`config.mk`:
```
export PLATFORM = sky130hd
export DESIGN_NAME = multichannel_manchester_frame_decoder_core
export DESIGN_NICKNAME = d
export VERILOG_FILES = /design/src/rtl/mmfd_pkg.sv /design/src/rtl/multichannel_manchester_frame_decoder_core.sv
export VERILOG_INCLUDE_DIRS = /design/src /design/src/rtl
export SDC_FILE = /design/constraint.sdc
export NUM_CORES = 2
export LEC_CHECK = 0
export BUFFER_PORTS_ARGS = -buffer_cell sky130_fd_sc_hd__buf_2
export CAP_MARGIN = 10
export CORE_AREA = 4 4 295 297
export CTS_CLUSTER_DIAMETER = 150
export DETAILED_ROUTE_END_ITERATION = 7
export DIE_AREA = 0 0 299 301
export GPL_TIMING_DRIVEN = 0
export PLACE_DENSITY = 0.75
export SLEW_MARGIN = 10
export SYNTH_ARGS = -nofsm -noshare
export SYNTH_HDL_FRONTEND = slang
export SYNTH_SLANG_ARGS = --single-unit
```
`constraint.sdc`:
```
create_clock -name clk_i -period 5.65 [get_ports clk_i]
set_input_delay 0.2825 -clock clk_i [delete_from_list [all_inputs] [get_ports clk_i]]
set_output_delay 0.2825 -clock clk_i [all_outputs]
set_load 0.05 [all_outputs]
```
`src/rtl/multichannel_manchester_frame_decoder_core_macros.svh`:
```
// assertion macros for the multichannel manchester frame decoder
// used by rtl modules that carry concurrent assertions; expects clk_i and rst_ni
`ifndef MULTICHANNEL_MANCHESTER_FRAME_DECODER_CORE_MACROS_SVH
`define MULTICHANNEL_MANCHESTER_FRAME_DECODER_CORE_MACROS_SVH

// property checked on every clock edge outside reset
`define MMFD_ASSERT(lbl, prop, msg) \
  lbl: assert property (@(posedge clk_i) disable iff (!rst_ni) (prop)) else $error(msg);

// consequent checked in the cycle after the antecedent
`define MMFD_ASSERT_NEXT(lbl, ante, cons, msg) \
  lbl: assert property (@(posedge clk_i) disable iff (!rst_ni) (ante) |=> (cons)) \
    else $error(msg);

`endif

```
`src/rtl/mmfd_pkg.sv`:
```
// shared types and constants of the multichannel manchester frame decoder
// no dependencies; imported by the core and the testbench
`default_nettype none

package mmfd_pkg;

  // fixed field widths
  localparam int unsigned SAMPLE_W   = 12;
  localparam int unsigned WORD_W     = 32;
  localparam int unsigned LEN_W      = 6;
  localparam int unsigned POS_W      = 5;
  localparam int unsigned CHECK_W    = 4;
  localparam int unsigned BITS_W     = 6;
  localparam int unsigned APB_DATA_W = 32;
  localparam int unsigned APB_ADDR_W = 3;

  // frame length limits
  localparam logic [LEN_W-1:0] LEN_MIN   = 6'd1;
  localparam logic [LEN_W-1:0] LEN_MAX   = 6'd32;
  localparam logic [LEN_W-1:0] LEN_RESET = 6'd32;

  // check bits above this weight vanish mod 16
  localparam logic [BITS_W-1:0] CHECK_WEIGHTS = 6'd4;

  // register map, index is paddr[2]
  localparam logic REG_DATA_BITS = 1'b0;

  // result status codes
  typedef enum logic [1:0] {
    STATUS_NONE   = 2'd0,
    STATUS_WORD   = 2'd1,
    STATUS_FAILED = 2'd2
  } status_e;

  // one result item
  typedef struct packed {
    status_e             status;
    logic [WORD_W-1:0]   word;
    logic [SAMPLE_W-1:0] good_mask;
  } result_t;

endpackage

`default_nettype wire

```
`src/rtl/multichannel_manchester_frame_decoder_core.sv`:
```
// multichannel manchester frame decoder: per-channel header, data and check tracking
// depends on mmfd_pkg and multichannel_manchester_frame_decoder_core_macros.svh
//
// usage
//   input channel: in_valid_i / in_stall_o carry channel_samples_i, one half-bit
//   sample of every receiver channel per request. output channel: out_valid_o /
//   out_stall_i carry status_o, word_o and good_mask_o. every input request
//   produces exactly one output request.
//   config: apb port, one register data_bits at byte address 0 (payload length,
//   0 acts as 1, above 32 acts as 32). pready is always high.
//   result: registered in the output register, or in the skid register while the
//   output register is full. throughput: one request per cycle while in_stall_o
//   is low; all channels update side by side in one pass of combinational logic
//   between the channel state and the output register.
//   stall: a two-entry output stage (output register plus skid register) keeps
//   accepting while one result waits; in_stall_o rises only when both are full.
//   reset: all channels enabled, header mode, data_bits 32, output empty.
//   after a decoded word or a total failure every channel restarts in header mode.
`default_nettype none

module multichannel_manchester_frame_decoder_core
  import mmfd_pkg::*;
#(
  parameter int unsigned CHANNELS         = 12,
  parameter int unsigned HEADER_HALF_BITS = 20,
  parameter int unsigned CHECK_BITS       = 4
) (
  input  wire logic                  clk_i,
  input  wire logic                  rst_ni,
  // input channel
  input  wire logic                  in_valid_i,
  output logic                       in_stall_o,
  input  wire logic [SAMPLE_W-1:0]   channel_samples_i,
  // output channel
  output logic                       out_valid_o,
  input  wire logic                  out_stall_i,
  output logic [1:0]                 status_o,
  output logic [WORD_W-1:0]          word_o,
  output logic [SAMPLE_W-1:0]        good_mask_o,
  // configuration
  input  wire logic                  psel,
  input  wire logic                  penable,
  input  wire logic                  pwrite,
  input  wire logic [APB_ADDR_W-1:0] paddr,
  input  wire logic [APB_DATA_W-1:0] pwdata,
  output logic [APB_DATA_W-1:0]      prdata,
  output logic                       pready
);

  localparam int unsigned HC_W = $clog2(HEADER_HALF_BITS + 1);

  typedef enum logic [1:0] {
    MODE_HEADER = 2'd0,
    MODE_DATA   = 2'd1,
    MODE_CHECK  = 2'd2
  } mode_e;

  // configuration register
  logic [LEN_W-1:0] data_bits_q;
  logic [LEN_W-1:0] frame_len;

  // global state
  mode_e                mode_q, mode_d;
  logic [CHECK_W-1:0]   fail_count_q, fail_count_d;
  logic [CHANNELS-1:0]  chan_enable_q, chan_enable_d;

  // per-channel state
  logic [HC_W-1:0]      half_count_q  [CHANNELS];
  logic [HC_W-1:0]      half_count_d  [CHANNELS];
  logic [BITS_W-1:0]    bits_left_q   [CHANNELS];
  logic [BITS_W-1:0]    bits_left_d   [CHANNELS];
  logic                 first_half_q  [CHANNELS];
  logic                 first_half_d  [CHANNELS];
  logic [WORD_W-1:0]    payload_q     [CHANNELS];
  logic [WORD_W-1:0]    payload_d     [CHANNELS];
  logic [CHECK_W-1:0]   ones_count_q  [CHANNELS];
  logic [CHECK_W-1:0]   ones_count_d  [CHANNELS];
  logic [CHECK_W-1:0]   check_value_q [CHANNELS];
  logic [CHECK_W-1:0]   check_value_d [CHANNELS];

  // step results
  logic [CHANNELS-1:0]  samples;
  logic [CHANNELS-1:0]  drop;
  logic [CHANNELS-1:0]  good;
  logic [WORD_W-1:0]    good_word;
  logic                 to_check;
  logic                 to_data;
  logic                 any_on;
  logic                 restart;
  logic [POS_W-1:0]     pos;
  logic [BITS_W-1:0]    sh;
  result_t              result_d;

  // output stage
  logic                 accept;
  logic                 out_fire;
  logic                 out_valid_q;
  logic                 skid_valid_q;
  result_t              out_q;
  result_t              skid_q;

  // handshakes
  assign accept     = in_valid_i && !skid_valid_q;
  assign out_fire   = out_valid_q && !out_stall_i;
  assign in_stall_o = skid_valid_q;

  assign out_valid_o = out_valid_q;
  assign status_o    = out_q.status;
  assign word_o      = out_q.word;
  assign good_mask_o = out_q.good_mask;

  // apb register access
  assign pready = 1'b1;
  assign prdata = (paddr[2] == REG_DATA_BITS) ? APB_DATA_W'(data_bits_q) : '0;

  always_ff @(posedge clk_i or negedge rst_ni) begin
    if (!rst_ni) begin
      data_bits_q <= LEN_RESET;
    end else if (psel && penable && pwrite && pready && (paddr[2] == REG_DATA_BITS)) begin
      data_bits_q <= pwdata[LEN_W-1:0];
    end
  end

  // clamp the payload length
  always_comb begin
    if (data_bits_q < LEN_MIN) begin
      frame_len = LEN_MIN;
    end else if (data_bits_q > LEN_MAX) begin
      frame_len = LEN_MAX;
    end else begin
      frame_len = data_bits_q;
    end
  end

  // channels above the sample field read zero
  assign samples = CHANNELS'(channel_samples_i);

  // per-channel step, all channels side by side
  always_comb begin
    half_count_d  = half_count_q;
    bits_left_d   = bits_left_q;
    first_half_d  = first_half_q;
    payload_d     = payload_q;
    ones_count_d  = ones_count_q;
    check_value_d = check_value_q;
    drop          = '0;
    good          = '0;
    good_word     = '0;
    to_check      = 1'b0;
    to_data       = 1'b0;
    pos           = '0;
    sh            = '0;
    for (int k = 0; k < CHANNELS; k++) begin
      if (chan_enable_q[k]) begin
        case (mode_q)
          MODE_DATA, MODE_CHECK: begin
            if (half_count_q[k] == '0) begin
              half_count_d[k] = HC_W'(1);
              first_half_d[k] = samples[k];
            end else begin
              half_count_d[k] = '0;
              if (samples[k] != first_half_q[k]) begin
                if (mode_q == MODE_DATA) begin
                  pos = POS_W'(frame_len - bits_left_q[k]);
                  payload_d[k] = payload_q[k] | (WORD_W'(samples[k]) << pos);
                  if (!first_half_q[k]) begin
                    ones_count_d[k] = ones_count_q[k] + CHECK_W'(1);
                  end
                end else begin
                  sh = bits_left_q[k] - BITS_W'(1);
                  if (samples[k] && (sh < CHECK_WEIGHTS)) begin
                    check_value_d[k] = check_value_q[k] + (CHECK_W'(1) << sh[1:0]);
                  end
                end
                bits_left_d[k] = bits_left_q[k] - BITS_W'(1);
              end else begin
                drop[k] = 1'b1;
              end
            end
            // end of payload or check field
            if (bits_left_d[k] == '0) begin
              half_count_d[k] = '0;
              if (mode_q == MODE_DATA) begin
                to_check         = 1'b1;
                bits_left_d[k]   = BITS_W'(CHECK_BITS);
                check_value_d[k] = '0;
              end else begin
                if (CHECK_W'(check_value_d[k] + ones_count_d[k]) == '0) begin
                  good[k]   = 1'b1;
                  good_word = payload_d[k];
                end
                bits_left_d[k] = frame_len;
              end
            end
          end
          default: begin
            // header: count zero half-bits
            if (!samples[k]) begin
              half_count_d[k] = half_count_q[k] + HC_W'(1);
            end else begin
              drop[k]         = 1'b1;
              half_count_d[k] = '0;
            end
            if (half_count_d[k] == HC_W'(HEADER_HALF_BITS)) begin
              to_data          = 1'b1;
              half_count_d[k]  = '0;
              bits_left_d[k]   = frame_len;
              payload_d[k]     = '0;
              ones_count_d[k]  = '0;
              check_value_d[k] = '0;
            end
          end
        endcase
      end
    end
  end

  // global next state and result
  always_comb begin
    chan_enable_d = chan_enable_q & ~drop;
    any_on        = |chan_enable_d;
    restart       = !any_on || (|good);
    fail_count_d  = fail_count_q + CHECK_W'($countones(drop));
    if (to_check) begin
      mode_d = MODE_CHECK;
    end else if (to_data) begin
      mode_d = MODE_DATA;
    end else begin
      mode_d = mode_q;
    end
    if (!any_on) begin
      result_d.status    = STATUS_FAILED;
      result_d.word      = '0;
      result_d.good_mask = '0;
    end else if (|good) begin
      result_d.status    = STATUS_WORD;
      result_d.word      = good_word;
      result_d.good_mask = SAMPLE_W'(good);
    end else begin
      result_d.status    = STATUS_NONE;
      result_d.word      = '0;
      result_d.good_mask = '0;
    end
  end

  // channel state registers
  always_ff @(posedge clk_i or negedge rst_ni) begin
    if (!rst_ni) begin
      mode_q        <= MODE_HEADER;
      fail_count_q  <= '0;
      chan_enable_q <= '1;
      for (int k = 0; k < CHANNELS; k++) begin
        half_count_q[k]  <= '0;
        bits_left_q[k]   <= '0;
        first_half_q[k]  <= 1'b0;
        payload_q[k]     <= '0;
        ones_count_q[k]  <= '0;
        check_value_q[k] <= '0;
      end
    end else if (accept) begin
      if (restart) begin
        mode_q        <= MODE_HEADER;
        fail_count_q  <= '0;
        chan_enable_q <= '1;
        for (int k = 0; k < CHANNELS; k++) begin
          half_count_q[k]  <= '0;
          bits_left_q[k]   <= '0;
          first_half_q[k]  <= 1'b0;
          payload_q[k]     <= '0;
          ones_count_q[k]  <= '0;
          check_value_q[k] <= '0;
        end
      end else begin
        mode_q        <= mode_d;
        fail_count_q  <= fail_count_d;
        chan_enable_q <= chan_enable_d;
        half_count_q  <= half_count_d;
        bits_left_q   <= bits_left_d;
        first_half_q  <= first_half_d;
        payload_q     <= payload_d;
        ones_count_q  <= ones_count_d;
        check_value_q <= check_value_d;
      end
    end
  end

  // output register with skid stage
  always_ff @(posedge clk_i or negedge rst_ni) begin
    if (!rst_ni) begin
      out_valid_q  <= 1'b0;
      skid_valid_q <= 1'b0;
    end else if (skid_valid_q) begin
      if (out_fire) begin
        skid_valid_q <= 1'b0;
      end
    end else if (accept) begin
      if (!out_valid_q || out_fire) begin
        out_valid_q <= 1'b1;
      end else begin
        skid_valid_q <= 1'b1;
      end
    end else if (out_fire) begin
      out_valid_q <= 1'b0;
    end
  end

  // output payload, no reset needed
  always_ff @(posedge clk_i) begin
    if (skid_valid_q) begin
      if (out_fire) begin
        out_q <= skid_q;
      end
    end else if (accept) begin
      if (!out_valid_q || out_fire) begin
        out_q <= result_d;
      end else begin
        skid_q <= result_d;
      end
    end
  end

  // assertions
  `include "multichannel_manchester_frame_decoder_core_macros.svh"

  `MMFD_ASSERT(a_fail_count_tracks, fail_count_q == CHECK_W'($countones(~chan_enable_q)), "fail count out of step with disabled channels")
  `MMFD_ASSERT(a_skid_needs_out, skid_valid_q |-> out_valid_q, "skid holds a result while the output register is empty")
  `MMFD_ASSERT(a_quiet_result, (out_valid_q && out_q.status != STATUS_WORD) |-> (out_q.word == '0 && out_q.good_mask == '0), "word or mask set without a decoded word")
  `MMFD_ASSERT_NEXT(a_restart, accept && restart, mode_q == MODE_HEADER && (&chan_enable_q) && fail_count_q == '0, "channels did not restart after a result")

endmodule

`default_nettype wire

```
==> impl_metrics.yaml <==
global_route:
  antenna_found_initial: 6
  met1_usage_pct: 62.4
  met2_usage_pct: 67.8
  grt_pass1_wl_um: 323000
  met3_usage_pct: 18.2
  grt_max_degree: 114
  grt_overflow: 0
  grt_busiest_layer: "met2"
  grt_usage_pct: 48.4
  first_global_vias: 48100
placed_design:
  gp_congestion: 1.10
  port_buffers: 77
  place_ws_ns: -4.61
  dpl.hpwl_um: 159000
  dp.cells: 6996
power_and_ir_drop:
  internal_power_mw: 16.9
  pwr-share-seq_pct: 19.8
  vdd_ir_drop_max_mv: 0.498
  swShare_pct: 51.3
  clock_power_share_pct: 17.6
  switchingPower_mw: 17.8
  pwr-share-comb_pct: 62.6
  p_leak_nw: 26.2
  powerDensity_mw_per_mm2: 568
sta:
  period_needed_ns: 6.31
  max_freq_ghz: 0.159
  hold_viol: 0
  fin_crit_sh_pct: 112
  setup_tns_ns: -172.21
  relSlewSlack_pct: -9.48
  maxSlewViolCount: 12
  final-setup-viol-count: 696
  fin_worst_skew_ns: 0.0267
  layout_setup_ws_ns: -0.657
  rsz0062_at_grt: "true"
  max_slew.worst_pin.slew_ns: 1.64
setup_path:
  reg2reg_depth: 24
  crit_fanout: 10
  rrSetupSlack_ns: -0.66
  start_kind: "flop"
  path_class: "reg -> reg"
  worstPathArrival_ns: 6.79
  startpoint: "mode_q[1]"
  reg2reg_from: "mode_q[1]"
  reg2reg_to: "skid_q[25]"
  required_ns: 6.13
  end_kind: "flop"
synth:
  syn_inst: 5727
  synth_edf_count: 92
  synth_top_flop_cell: "dfrtp_1"
  syn_area_per_cell_sq_um: 8.48
  yosys_warnings: 0
  syn-cell-area_sq_mm: 0.0485
  synth_cell_types: 107
  ys_seq_area_share_pct: 39.0
  async_reset_ff_share_pct: 87.5
  yosys_register_bits: 738
clock_tree:
  cts_buffers: 85
  clockBufferDepth: 3
  clock_latency_ns: 0.68
  cts.clk_slew.worst_paths_ns: 0.07
  cts.sinks: 738
  cts_tree: "done"
  cts_root_buf: "clkbuf_16"
  h-tree-depth: 3
status:
  status: "finished with violations"
  violations: "DRC, capacitance limit, slew limit, setup timing"
route:
  routedWlPerCell_um: 30.9
  ant_nets: 0
  vias: 52300
  drc: 52
  via_per_inst: 7.05
  drtIter0Drc: 8507
  drt_first_pass_iters: 8
  routed_wl_um: 229000
finish:
  layout.cells.non_filler: 7415
  drive_above_1_share_pct: 22.2
  fin_nets: 6491
  area_delta_synth_final_pct: 25.7
floorplanning:
  fp.dieH_um: 301
  core-area_sq_mm: 0.0846
  fp-row-count: 107
  io_pins: 135
  die_x_um: 299
  start_util_pct: 57.4
  dieArea_sq_mm: 0.0900
worst_hold_path:
  hold_end: "half_count_q[28]"
  min_from: "channel_samples_i[6]"
  hold_path_depth: 3
  min_path_type: "in -> reg"
run:
  maxCapViolCount: 1
[per-layer routing]
layer  vias to the layer above  share of wire, %
met1                     25100                36
met3                      1261                15
met2                      4224                40
li1                      21700                 -
met5                         -             0.054
met4                         8               9.3
[worst max-delay path, stage by stage, from the launching register on]
cell        delay, ns
dfrtp_1          0.39
inv_2            0.09
ha_4             0.25
clkinvlp_4       0.30
clkbuf_16        0.26
clkbuf_16        0.16
nor3_4           0.24
buf_6            0.15
buf_4            0.10
xor2_1           0.23
ha_2             0.25
inv_1            0.06
fa_1             0.53
nand4_1          0.12
nor4_2           0.35
buf_4            0.27
and3_1           0.18
clkbuf_1         0.25
clkbuf_8         0.26
o21a_1           0.26
o21ai_1          0.14
a221o_1          0.44
a221oi_2         0.34
o21ai_2          0.15
a221oi_2         0.30
[sequential cells by signal, summed over array words and instances (netlist names)]
name	flops
mode_q	2
first_half_q	12
ones_count_q	48
half_count_q	60
word_o	32
data_bits_q	6
check_value_q	48
payload_q	384
skid_q	46
status_o	2
chan_enable_q	12
in_stall_o	1
good_mask_o	12
out_valid_o	1
bits_left_q	72
[timing repair]
action                     CTS  global route
hold buffers                10             0
pin swaps                  127           108
gates cloned                 7            13
setup endpoints to repair  728           704
resized for setup          825           395
hold endpoints to repair    80             0
buffers inserted           160           101
[cells by family after synthesis]
logic type / count (synthesis) / share of synthesized area [%]
AOI/OAI and AO/OA: 1910 / 24.3
xor gates and xnor gates: 252 / 4.60
adders and majority gates: 241 / 6.77
buffers and inverters: 583 / 4.95
DFF: 738 / 39.0
muxes: 57 / 1.28
other: 2 / 0.0155
and+or+nand+nor: 1944 / 19.1
[Yosys cell counts, types with 41 or more instances]
| master | n | area share (%) |
|---|---|---|
| a21oi_1 | 877 | 9.0 |
| nor2_1 | 723 | 5.6 |
| dfrtp_1 | 633 | 33 |
| nand2_1 | 475 | 3.7 |
| o21ai_0 | 293 | 3.0 |
| clkbuf_1 | 254 | 2.0 |
| ha_1 | 205 | 5.3 |
| inv_1 | 205 | 1.6 |
| nor3_1 | 189 | 1.9 |
| xnor2_1 | 141 | 2.5 |
| nand3_1 | 115 | 1.2 |
| xor2_1 | 109 | 2.0 |
| edfxtp_1 | 92 | 5.7 |
| a211oi_1 | 82 | 1.3 |
| a31oi_1 | 78 | 1.0 |
| o31ai_1 | 66 | 1.0 |
| a21o_1 | 61 | 0.94 |
| nor4_1 | 54 | 0.70 |
| buf_2 | 51 | 0.53 |
| o21a_1 | 47 | 0.73 |
| nand4_1 | 42 | 0.54 |
| o41ai_1 | 41 | 0.74 |
[worst max path at each step]
| stage | endpoint | slack (ns) | depth (start not counted) |
|---|---|---|---|
| after floorplan | payload_q[280] | 0.01 | 25 |
| after detailed placement | ones_count_q[37] | -4.61 | 23 |
| after global routing | skid_q[25] | -0.60 | 24 |
| final | skid_q[25] | -0.66 | 24 |
| after CTS | payload_q[20] | -0.04 | 25 |
| after global placement | payload_q[30] | -9.84 | 1 |
[per-stage QoR]
stage | utilization [%] | hold slack [ns] | power (mW) | instance area (sq um)
after floorplan | - | -0.0131 | 16.4 | 48600
after global placement | 59.6 | 0.470 | 22.0 | 50400
after detailed placement | 60.2 | 0.314 | 22.4 | 50900
after CTS | 69.2 | 0.134 | 31.3 | 58600
after global routing | 72.1 | 0.180 | 35.4 | 61000
final | 72.1 | 0.154 | 34.6 | 61000
[layout make-up]
cell class,instances,area (sq um)
multi-input cells,4432,30600
fillers,6430,23600
flip-flops and latches,738,19000
repair buffers,388,3610
plain buffers,343,2600
clock buffers,113,2390
well taps,1144,1430
inverters,207,798
clock inverters,45,633
diodes,4,10.0
repair inverters,1,7.51
[layout by cell type (no fill, tap or decap), types with 33 or more instances in the layout]
cell type  count
a211oi_1      58
a21o_1        59
a21oi_1      786
a21oi_2       89
a31oi_1       71
buf_12        40
buf_2        105
buf_4        252
buf_6         58
clkbuf_1     130
clkbuf_16     99
clkbuf_2      35
dfrtp_1      620
edfxtp_1      92
fa_1          33
ha_1         191
inv_1        193
mux2_2        34
nand2_1      450
nand3_1       99
nand4_1       42
nor2_1       668
nor3_1       161
nor4_1        40
o21a_1        43
o21ai_0      220
o21ai_1       53
o31ai_1       53
or3_1         36
xnor2_1      128
xor2_1       105
[power by group through the flow]
stage               Combinational [mW]  Sequential (mW)  Clock, mW
finish                            21.7             6.86       6.11
global route                      22.1             6.92       6.29
CTS                               18.5             6.78       6.06
detailed placement                15.5             6.86          0
global placement                  15.1             6.86          0
floorplan                         9.16             7.22          0
No activity file was read; power rests on OpenSTA's default activity.
